## config.mk

```make
export PLATFORM = sky130hd
export DESIGN_NAME = spap_useq
export DESIGN_NICKNAME = d
export VERILOG_FILES = /design/src/sv/spap_pkg.sv /design/src/sv/spap_useq.sv
export SDC_FILE = /design/constraint.sdc
export NUM_CORES = 1
export LEC_CHECK = 0
export BUFFER_PORTS_ARGS = -buffer_cell sky130_fd_sc_hd__buf_2
export CAP_MARGIN = 20
export CELL_PAD_IN_SITES_DETAIL_PLACEMENT = 2
export CELL_PAD_IN_SITES_GLOBAL_PLACEMENT = 2
export CORE_MARGIN = 1.5
export CORE_UTILIZATION = 28
export DETAILED_ROUTE_END_ITERATION = 8
export MAX_ROUTING_LAYER = met4
export PLACE_DENSITY = 0.84
export SLEW_MARGIN = 20
export SYNTH_ARGS = -nofsm -noshare
export SYNTH_HDL_FRONTEND = slang
export SYNTH_SLANG_ARGS = --single-unit
```

## constraint.sdc

```tcl
create_clock -name clk -period 2.2 [get_ports clk]
set_clock_uncertainty 0.2 [all_clocks]
set_input_delay 0.11 -clock clk [delete_from_list [all_inputs] [get_ports clk]]
set_output_delay 0.11 -clock clk [all_outputs]
set_load 0.02 [all_outputs]
```

## src/sv/spap_pkg.sv

```systemverilog
package spap_pkg;

  localparam int COS_TABLE_BITS = 10;
  localparam int TIME_FRAC_BITS = 16;

  localparam int INC_W      = 24;
  localparam int TIME_W     = 32;
  localparam int DIST_W     = 48;
  localparam int CFG_INDEX_W = 3;
  localparam int CFG_DATA_W  = 48;

  localparam int ANGLE_SHIFT = 16 + TIME_FRAC_BITS;
  localparam int QUAD_SHIFT  = 2 * TIME_FRAC_BITS + 16;
  localparam int COS_SHIFT   = 16;

  // quarter-wave table: entries 0..COS_QTR inclusive
  localparam int COS_STEP_SHIFT = 16 - COS_TABLE_BITS;
  localparam int COS_QTR        = 1 << (COS_TABLE_BITS - 2);
  localparam int COS_ROM_DEPTH  = COS_QTR + 1;
  localparam int COS_ADDR_W     = COS_TABLE_BITS - 1;
  localparam int COS_ENTRY_W    = 17;
  localparam int OMC_W          = 18;

  localparam longint Q30_ONE     = 64'sd1073741824;
  localparam longint HALF_PI_Q30 = 64'sd1686629713;

  // register indexes
  localparam logic [CFG_INDEX_W-1:0] REG_ACCEL_END    = 3'd0;
  localparam logic [CFG_INDEX_W-1:0] REG_DECEL_BEGIN  = 3'd1;
  localparam logic [CFG_INDEX_W-1:0] REG_MOVE_DUR     = 3'd2;
  localparam logic [CFG_INDEX_W-1:0] REG_MOVE_LEN     = 3'd3;
  localparam logic [CFG_INDEX_W-1:0] REG_HALF_ACCEL   = 3'd4;
  localparam logic [CFG_INDEX_W-1:0] REG_ACCEL_OMEGA  = 3'd5;
  localparam logic [CFG_INDEX_W-1:0] REG_OMEGA_RATE   = 3'd6;
  localparam logic [CFG_INDEX_W-1:0] REG_CRUISE_VEL   = 3'd7;

  // sequencer steps
  localparam int PC_W = 4;
  localparam logic [PC_W-1:0] ST_IDLE    = 4'd0;
  localparam logic [PC_W-1:0] ST_TIME    = 4'd1;
  localparam logic [PC_W-1:0] ST_PHASE   = 4'd2;
  localparam logic [PC_W-1:0] ST_ANG     = 4'd3;
  localparam logic [PC_W-1:0] ST_SQ      = 4'd4;
  localparam logic [PC_W-1:0] ST_QLO     = 4'd5;
  localparam logic [PC_W-1:0] ST_QHI     = 4'd6;
  localparam logic [PC_W-1:0] ST_CLO     = 4'd7;
  localparam logic [PC_W-1:0] ST_CHI     = 4'd8;
  localparam logic [PC_W-1:0] ST_COS     = 4'd9;
  localparam logic [PC_W-1:0] ST_MIX     = 4'd10;
  localparam logic [PC_W-1:0] ST_CRZ_MUL = 4'd11;
  localparam logic [PC_W-1:0] ST_CRZ_ADD = 4'd12;
  localparam logic [PC_W-1:0] ST_EMIT    = 4'd13;

  // multiplier operand A
  localparam logic [2:0] A_TAU     = 3'd0;
  localparam logic [2:0] A_PLO     = 3'd1;
  localparam logic [2:0] A_TTHI    = 3'd2;
  localparam logic [2:0] A_AOOS_LO = 3'd3;
  localparam logic [2:0] A_AOOS_HI = 3'd4;
  localparam logic [2:0] A_INC     = 3'd5;

  // multiplier operand B
  localparam logic [2:0] B_TAU    = 3'd0;
  localparam logic [2:0] B_OMEGA  = 3'd1;
  localparam logic [2:0] B_HALF   = 3'd2;
  localparam logic [2:0] B_OMC    = 3'd3;
  localparam logic [2:0] B_CRUISE = 3'd4;

  // datapath write-back
  localparam logic [3:0] D_NONE   = 4'd0;
  localparam logic [3:0] D_TIME   = 4'd1;
  localparam logic [3:0] D_PHASE  = 4'd2;
  localparam logic [3:0] D_ANGLE  = 4'd3;
  localparam logic [3:0] D_TT     = 4'd4;
  localparam logic [3:0] D_ACC    = 4'd5;
  localparam logic [3:0] D_QUAD   = 4'd6;
  localparam logic [3:0] D_COSV   = 4'd7;
  localparam logic [3:0] D_MIX    = 4'd8;
  localparam logic [3:0] D_CRUISE = 4'd9;
  localparam logic [3:0] D_EMIT   = 4'd10;

  // next-step control
  localparam logic [2:0] J_NEXT      = 3'd0;
  localparam logic [2:0] J_WAIT_IN   = 3'd1;
  localparam logic [2:0] J_IF_CRUISE = 3'd2;
  localparam logic [2:0] J_GOTO      = 3'd3;
  localparam logic [2:0] J_WAIT_OUT  = 3'd4;

  typedef struct packed {
    logic [2:0] a_sel;
    logic [2:0] b_sel;
    logic [3:0] dst;
  } ctrl_t;

  typedef struct packed {
    ctrl_t           ctrl;
    logic [2:0]      jmp;
    logic [PC_W-1:0] target;
  } uword_t;

  typedef struct packed {
    logic cruise;
    logic out_busy;
  } status_t;

  typedef logic [COS_ENTRY_W-1:0] cos_rom_t [COS_ROM_DEPTH];

  function automatic uword_t ucode(input logic [PC_W-1:0] step);
    uword_t w;
    w.ctrl.a_sel = A_TAU;
    w.ctrl.b_sel = B_TAU;
    w.ctrl.dst   = D_NONE;
    w.jmp        = J_NEXT;
    w.target     = ST_IDLE;
    unique case (step)
      ST_IDLE:    w.jmp = J_WAIT_IN;
      ST_TIME:    w.ctrl.dst = D_TIME;
      ST_PHASE: begin
        w.ctrl.dst = D_PHASE;
        w.jmp      = J_IF_CRUISE;
        w.target   = ST_CRZ_MUL;
      end
      ST_ANG: begin
        w.ctrl.a_sel = A_TAU;
        w.ctrl.b_sel = B_OMEGA;
      end
      ST_SQ: begin
        w.ctrl.a_sel = A_TAU;
        w.ctrl.b_sel = B_TAU;
        w.ctrl.dst   = D_ANGLE;
      end
      ST_QLO: begin
        w.ctrl.a_sel = A_PLO;
        w.ctrl.b_sel = B_HALF;
        w.ctrl.dst   = D_TT;
      end
      ST_QHI: begin
        w.ctrl.a_sel = A_TTHI;
        w.ctrl.b_sel = B_HALF;
        w.ctrl.dst   = D_ACC;
      end
      ST_CLO: begin
        w.ctrl.a_sel = A_AOOS_LO;
        w.ctrl.b_sel = B_OMC;
        w.ctrl.dst   = D_QUAD;
      end
      ST_CHI: begin
        w.ctrl.a_sel = A_AOOS_HI;
        w.ctrl.b_sel = B_OMC;
        w.ctrl.dst   = D_ACC;
      end
      ST_COS:     w.ctrl.dst = D_COSV;
      ST_MIX: begin
        w.ctrl.dst = D_MIX;
        w.jmp      = J_GOTO;
        w.target   = ST_EMIT;
      end
      ST_CRZ_MUL: begin
        w.ctrl.a_sel = A_INC;
        w.ctrl.b_sel = B_CRUISE;
      end
      ST_CRZ_ADD: w.ctrl.dst = D_CRUISE;
      ST_EMIT: begin
        w.ctrl.dst = D_EMIT;
        w.jmp      = J_WAIT_OUT;
        w.target   = ST_IDLE;
      end
      default: begin
        w.jmp    = J_GOTO;
        w.target = ST_IDLE;
      end
    endcase
    return w;
  endfunction

  // cos over a quarter turn (16384 units), Q30, Taylor series in Horner form
  function automatic longint quarter_cos(input longint u);
    longint x;
    longint x2;
    longint t;
    x  = (u * HALF_PI_Q30) >>> 14;
    x2 = (x * x) >>> 30;
    t  = Q30_ONE - x2 / 90;
    t  = Q30_ONE - ((x2 * t) >>> 30) / 56;
    t  = Q30_ONE - ((x2 * t) >>> 30) / 30;
    t  = Q30_ONE - ((x2 * t) >>> 30) / 12;
    t  = Q30_ONE - ((x2 * t) >>> 30) / 2;
    if (t < 0) t = 0;
    if (t > Q30_ONE) t = Q30_ONE;
    return t;
  endfunction

  // rounded Q16 cos magnitude for each quarter-wave point
  function automatic cos_rom_t build_cos_rom();
    cos_rom_t rom;
    longint   r;
    for (int k = 0; k < COS_ROM_DEPTH; k++) begin
      r = (quarter_cos(longint'(k) << COS_STEP_SHIFT) + 8192) >>> 14;
      rom[k] = r[COS_ENTRY_W-1:0];
    end
    return rom;
  endfunction

  function automatic logic [DIST_W-1:0] sat48(input logic signed [DIST_W+1:0] v);
    logic [DIST_W-1:0] r;
    if (v[DIST_W+1:DIST_W-1] == 3'b000 || v[DIST_W+1:DIST_W-1] == 3'b111) begin
      r = v[DIST_W-1:0];
    end else if (v[DIST_W+1]) begin
      r = {1'b1, {(DIST_W-1){1'b0}}};
    end else begin
      r = {1'b0, {(DIST_W-1){1'b1}}};
    end
    return r;
  endfunction

endpackage

```

## src/sv/spap_useq.sv

```systemverilog
module spap_useq (
  input  logic              clk,
  input  logic              rst,
  input  logic              in_valid,
  input  spap_pkg::status_t status,
  output spap_pkg::ctrl_t   ctrl,
  output logic              in_ready
);

  logic [spap_pkg::PC_W-1:0] pc;
  logic [spap_pkg::PC_W-1:0] pc_next;
  spap_pkg::uword_t          word;

  assign word     = spap_pkg::ucode(pc);
  assign ctrl     = word.ctrl;
  assign in_ready = (pc == spap_pkg::ST_IDLE);

  always_comb begin
    unique case (word.jmp)
      spap_pkg::J_NEXT:      pc_next = pc + 4'd1;
      spap_pkg::J_WAIT_IN:   pc_next = in_valid ? pc + 4'd1 : pc;
      spap_pkg::J_IF_CRUISE: pc_next = status.cruise ? word.target : pc + 4'd1;
      spap_pkg::J_GOTO:      pc_next = word.target;
      spap_pkg::J_WAIT_OUT:  pc_next = status.out_busy ? pc : word.target;
      default:               pc_next = spap_pkg::ST_IDLE;
    endcase
  end

  always_ff @(posedge clk) begin
    if (rst) begin
      pc <= spap_pkg::ST_IDLE;
    end else begin
      pc <= pc_next;
    end
  end

endmodule

```

==> summary.md <==
| Metric | Value |
|---|---|
| Remaining Overflow, GRT | 0 |
| First DRT Iteration DRCs | 2 |
| Post-Syn Instances | 94 |
| CTS buffer count | 3 |
| Worst Setup SP | pc[1] |
| Biggest area consumer among synthesized cells | dfxtp_1 |
| Pwr dens | 1270 nW/um^2 |
| Cell Chain, Critical Path | inv_2, ha_1, buf_4, nor2_1, o211ai_1, o21a_1, o22ai_1, a221oi_2 |
| Nets@finish | 126 |
| Depth of the CTS H-tree | 1 |
| CP max stage cell | dfxtp_1 |
| Count of final hold-check violations | 0 |
| RSZ-0062 raised after global routing | no |
| CP arrival | 2020 ps |
| Post-layout worst setup margin | 123 ps |
| Worst Setup EP | pc[0] |
| Sequential fraction of the synthesis area | 0.119 |
| Cell variety after synth | 36 |
| Setup WS pre-CTS | 15.1 ps |
| Count of port buffers added during placement | 15 |
| Most flop-heavy register | pc |
| Overall power | 0.00105 W |
| CP max stage delay | 340 ps |
| Clock Sinks | 4 |
| Number of remaining DRC errors | 0 |
| Area grow syn2layout | 23.6% |
| TNS Setup | 0 ps |
| Max-slew headroom | 0.686 |
| WP data required | 2140 ps |
| Initial antenna violation count | 0 |
| Global Route Usage Sum | 0.207 |
| DP HPWL | 1.99 mm |
| Tcrit/Tclk final | 0.944 |
| Final-report setup violation count | 0 |
| Core area | 2230 um^2 |
| Reg2Reg Depth | 8 |
| Diode count | 0 |
| Largest net degree at the start of global routing | 13 |
| Fmax | 481 MHz |
| Slew Limit Fails | 0 |
| Pin slew with the least headroom to its limit | 470 ps |
| Reg-to-reg startpoint | pc[1] |
| Vias in the first global route | 837 |
| Hold Path Class | in -> reg |
| Ports | 16 |
| Clk_lat worst skew | 240 ps |
| Reg-to-reg critical path endpoint | pc[0] |
| Leakage power | 0.371 nW |
| Total of max-cap violations | 0 |
| DR vias | 771 |
| Syn nets | 103 |
| Initial core utilization | 0.301 |
| Status | finished, final reports clean |
| Layout cells sized above 1 | 0.357 |
| Clock root cell | clkbuf_4 |
| Crit Path Max Fanout | 5 |
| Wire length per cell | 16.9 um |
| Most frequent cells in the layout | 15 x buf_2, 12 x nor2_1, 10 x buf_4, 9 x nand2_1, 8 x a21oi_1 |
| Worst setup SP type | flop |
| Kind of critical path | reg -> reg |
| Post-synthesis register bit count | 4 |
| CTS max path bufs | 2 |
| Most common cell after layout, fill and taps aside | buf_2 |
| Clock transition at path regs | 40 ps |
| Top-area cell type share of the netlist area | 0.119 |
| TritonRoute pass-1 iters | 4 |
| Avg Cell Area, Syn | 7.16 um^2 |
| Setup slack, reg-to-reg | 120 ps |
| Die Area | 2710 um^2 |
| Hold wc startpoint | status[0] |
| DR vias/cell | 5.39 |
| Die Span Y | 52.0 um |
| Peak supply drop | 0.000592 V |
| Yosys warns | 0 |
| TritonCTS clock tree | done |
| Final WL | 2.42 mm |
| Die width | 52.0 um |
| Wire length of the first global-routing pass | 4.00 mm |
| Leading post-synthesis cells by cell area | dfxtp_1 12%, buf_6 10%, ha_1 7.4%, nor2_1 6.7%, a21oi_1 5.9% |
| ANT nets after route | 0 |
| Biggest regs | pc: 4 flops |
| Min Tclk post-route | 2080 ps |
| Synth Cell Area | 673 um^2 |
| RD Place Congestion | 0.736 |
| # rows | 17 |
| Placed instance count | 139 |
| Max reg flops | 4 |
| Final non-filler cell total | 143 |
| CP endpoint kind | flop |
## cell usage after synthesis
cell,instances
a32oi_1,1
nor4_2,2
nor3_1,1
o221ai_1,2
o21a_1,2
nor3b_1,1
or2_1,2
a21o_1,1
nor2_1,12
and3_1,2
a221o_1,1
a311oi_1,1
nor3_4,1
a221oi_2,1
nand2b_2,1
o22ai_1,3
ha_1,4
buf_6,6
o21ai_1,1
nand2b_1,3
nand4_1,1
a21oi_1,8
and2b_1,1
nor2b_2,1
a31oi_2,1
clkbuf_1,2
o211ai_1,1
and3_2,1
a211oi_1,1
o21ai_0,5
nand2_1,9
nor2b_1,2
o22a_1,1
a31oi_1,1
inv_1,7
dfxtp_1,4
## final cells by class
type,instances,area (um^2)
timing repair buffer,26,160
tap,28,35.0
sequential,4,81.3
multi-input combinational,75,507
fill,277,1400
inverter,7,26.3
clock buffer,3,22.5
## where the power goes
group | total, W | internal [W] | switching (W)
Combinational | 0.000825 | 0.000341 | 0.000484
Clock | 0.0000941 | 0.0000612 | 0.0000329
Sequential | 0.000135 | 0.0000950 | 0.0000405
## cell families after synthesis
logic type                 share of synthesized area
and+or+nand+nor                                0.338
AOI/OAI and AO/OA                              0.318
DFF                                            0.119
buffers and inverters                          0.151
adders and majority gates                     0.0744
## worst min path at each step
| stage | endpoint | slack, ps | depth (start not counted) |
|---|---|---|---|
| 4_1_cts | pc[2] | 100 | 4 |
| 3_3_place_gp | pc[0] | 130 | 2 |
| 6_report | pc[2] | 110 | 4 |
| 3_5_place_dp | pc[0] | 140 | 2 |
| 2_1_floorplan | pc[0] | -20 | 1 |
| 5_1_grt | pc[2] | 120 | 4 |
## timing repair
action | 4_1_cts | 5_1_grt
pin swaps | 0 | 1
hold endpoints to repair | 4 | 0
buffers inserted | 0 | 0
hold buffers | 1 | 0
gates resized for setup | 1 | 5
endpoints found under the setup margin | 4 | 5
## routing by layer
layer	wire (um)	vias to the layer above	track usage
li1	-	379	-
met1	1050	374	0.234
met2	1280	16	0.367
met3	59	2	0.0172
met4	35	0	0.0965
met5	0	-	-
## critical path, delay by kind of cell, from the launching register on
| kind | cells | cell delay (ps) |
|---|---|---|
| simple gates | 1 | 60 |
| flops | 1 | 340 |
| buf+inv | 2 | 290 |
| fa+ha+maj | 1 | 210 |
| compound gates | 4 | 890 |
## metrics by stage
step	utilization	cell area, um^2	hold WS, ps
2_1_floorplan	-	673	-23.8
3_3_place_gp	0.351	783	132
3_5_place_dp	0.351	783	140
4_1_cts	0.366	818	102
5_1_grt	0.373	832	120
6_report	0.373	832	109
Note: power is estimated with default switching activity, not from simulation.
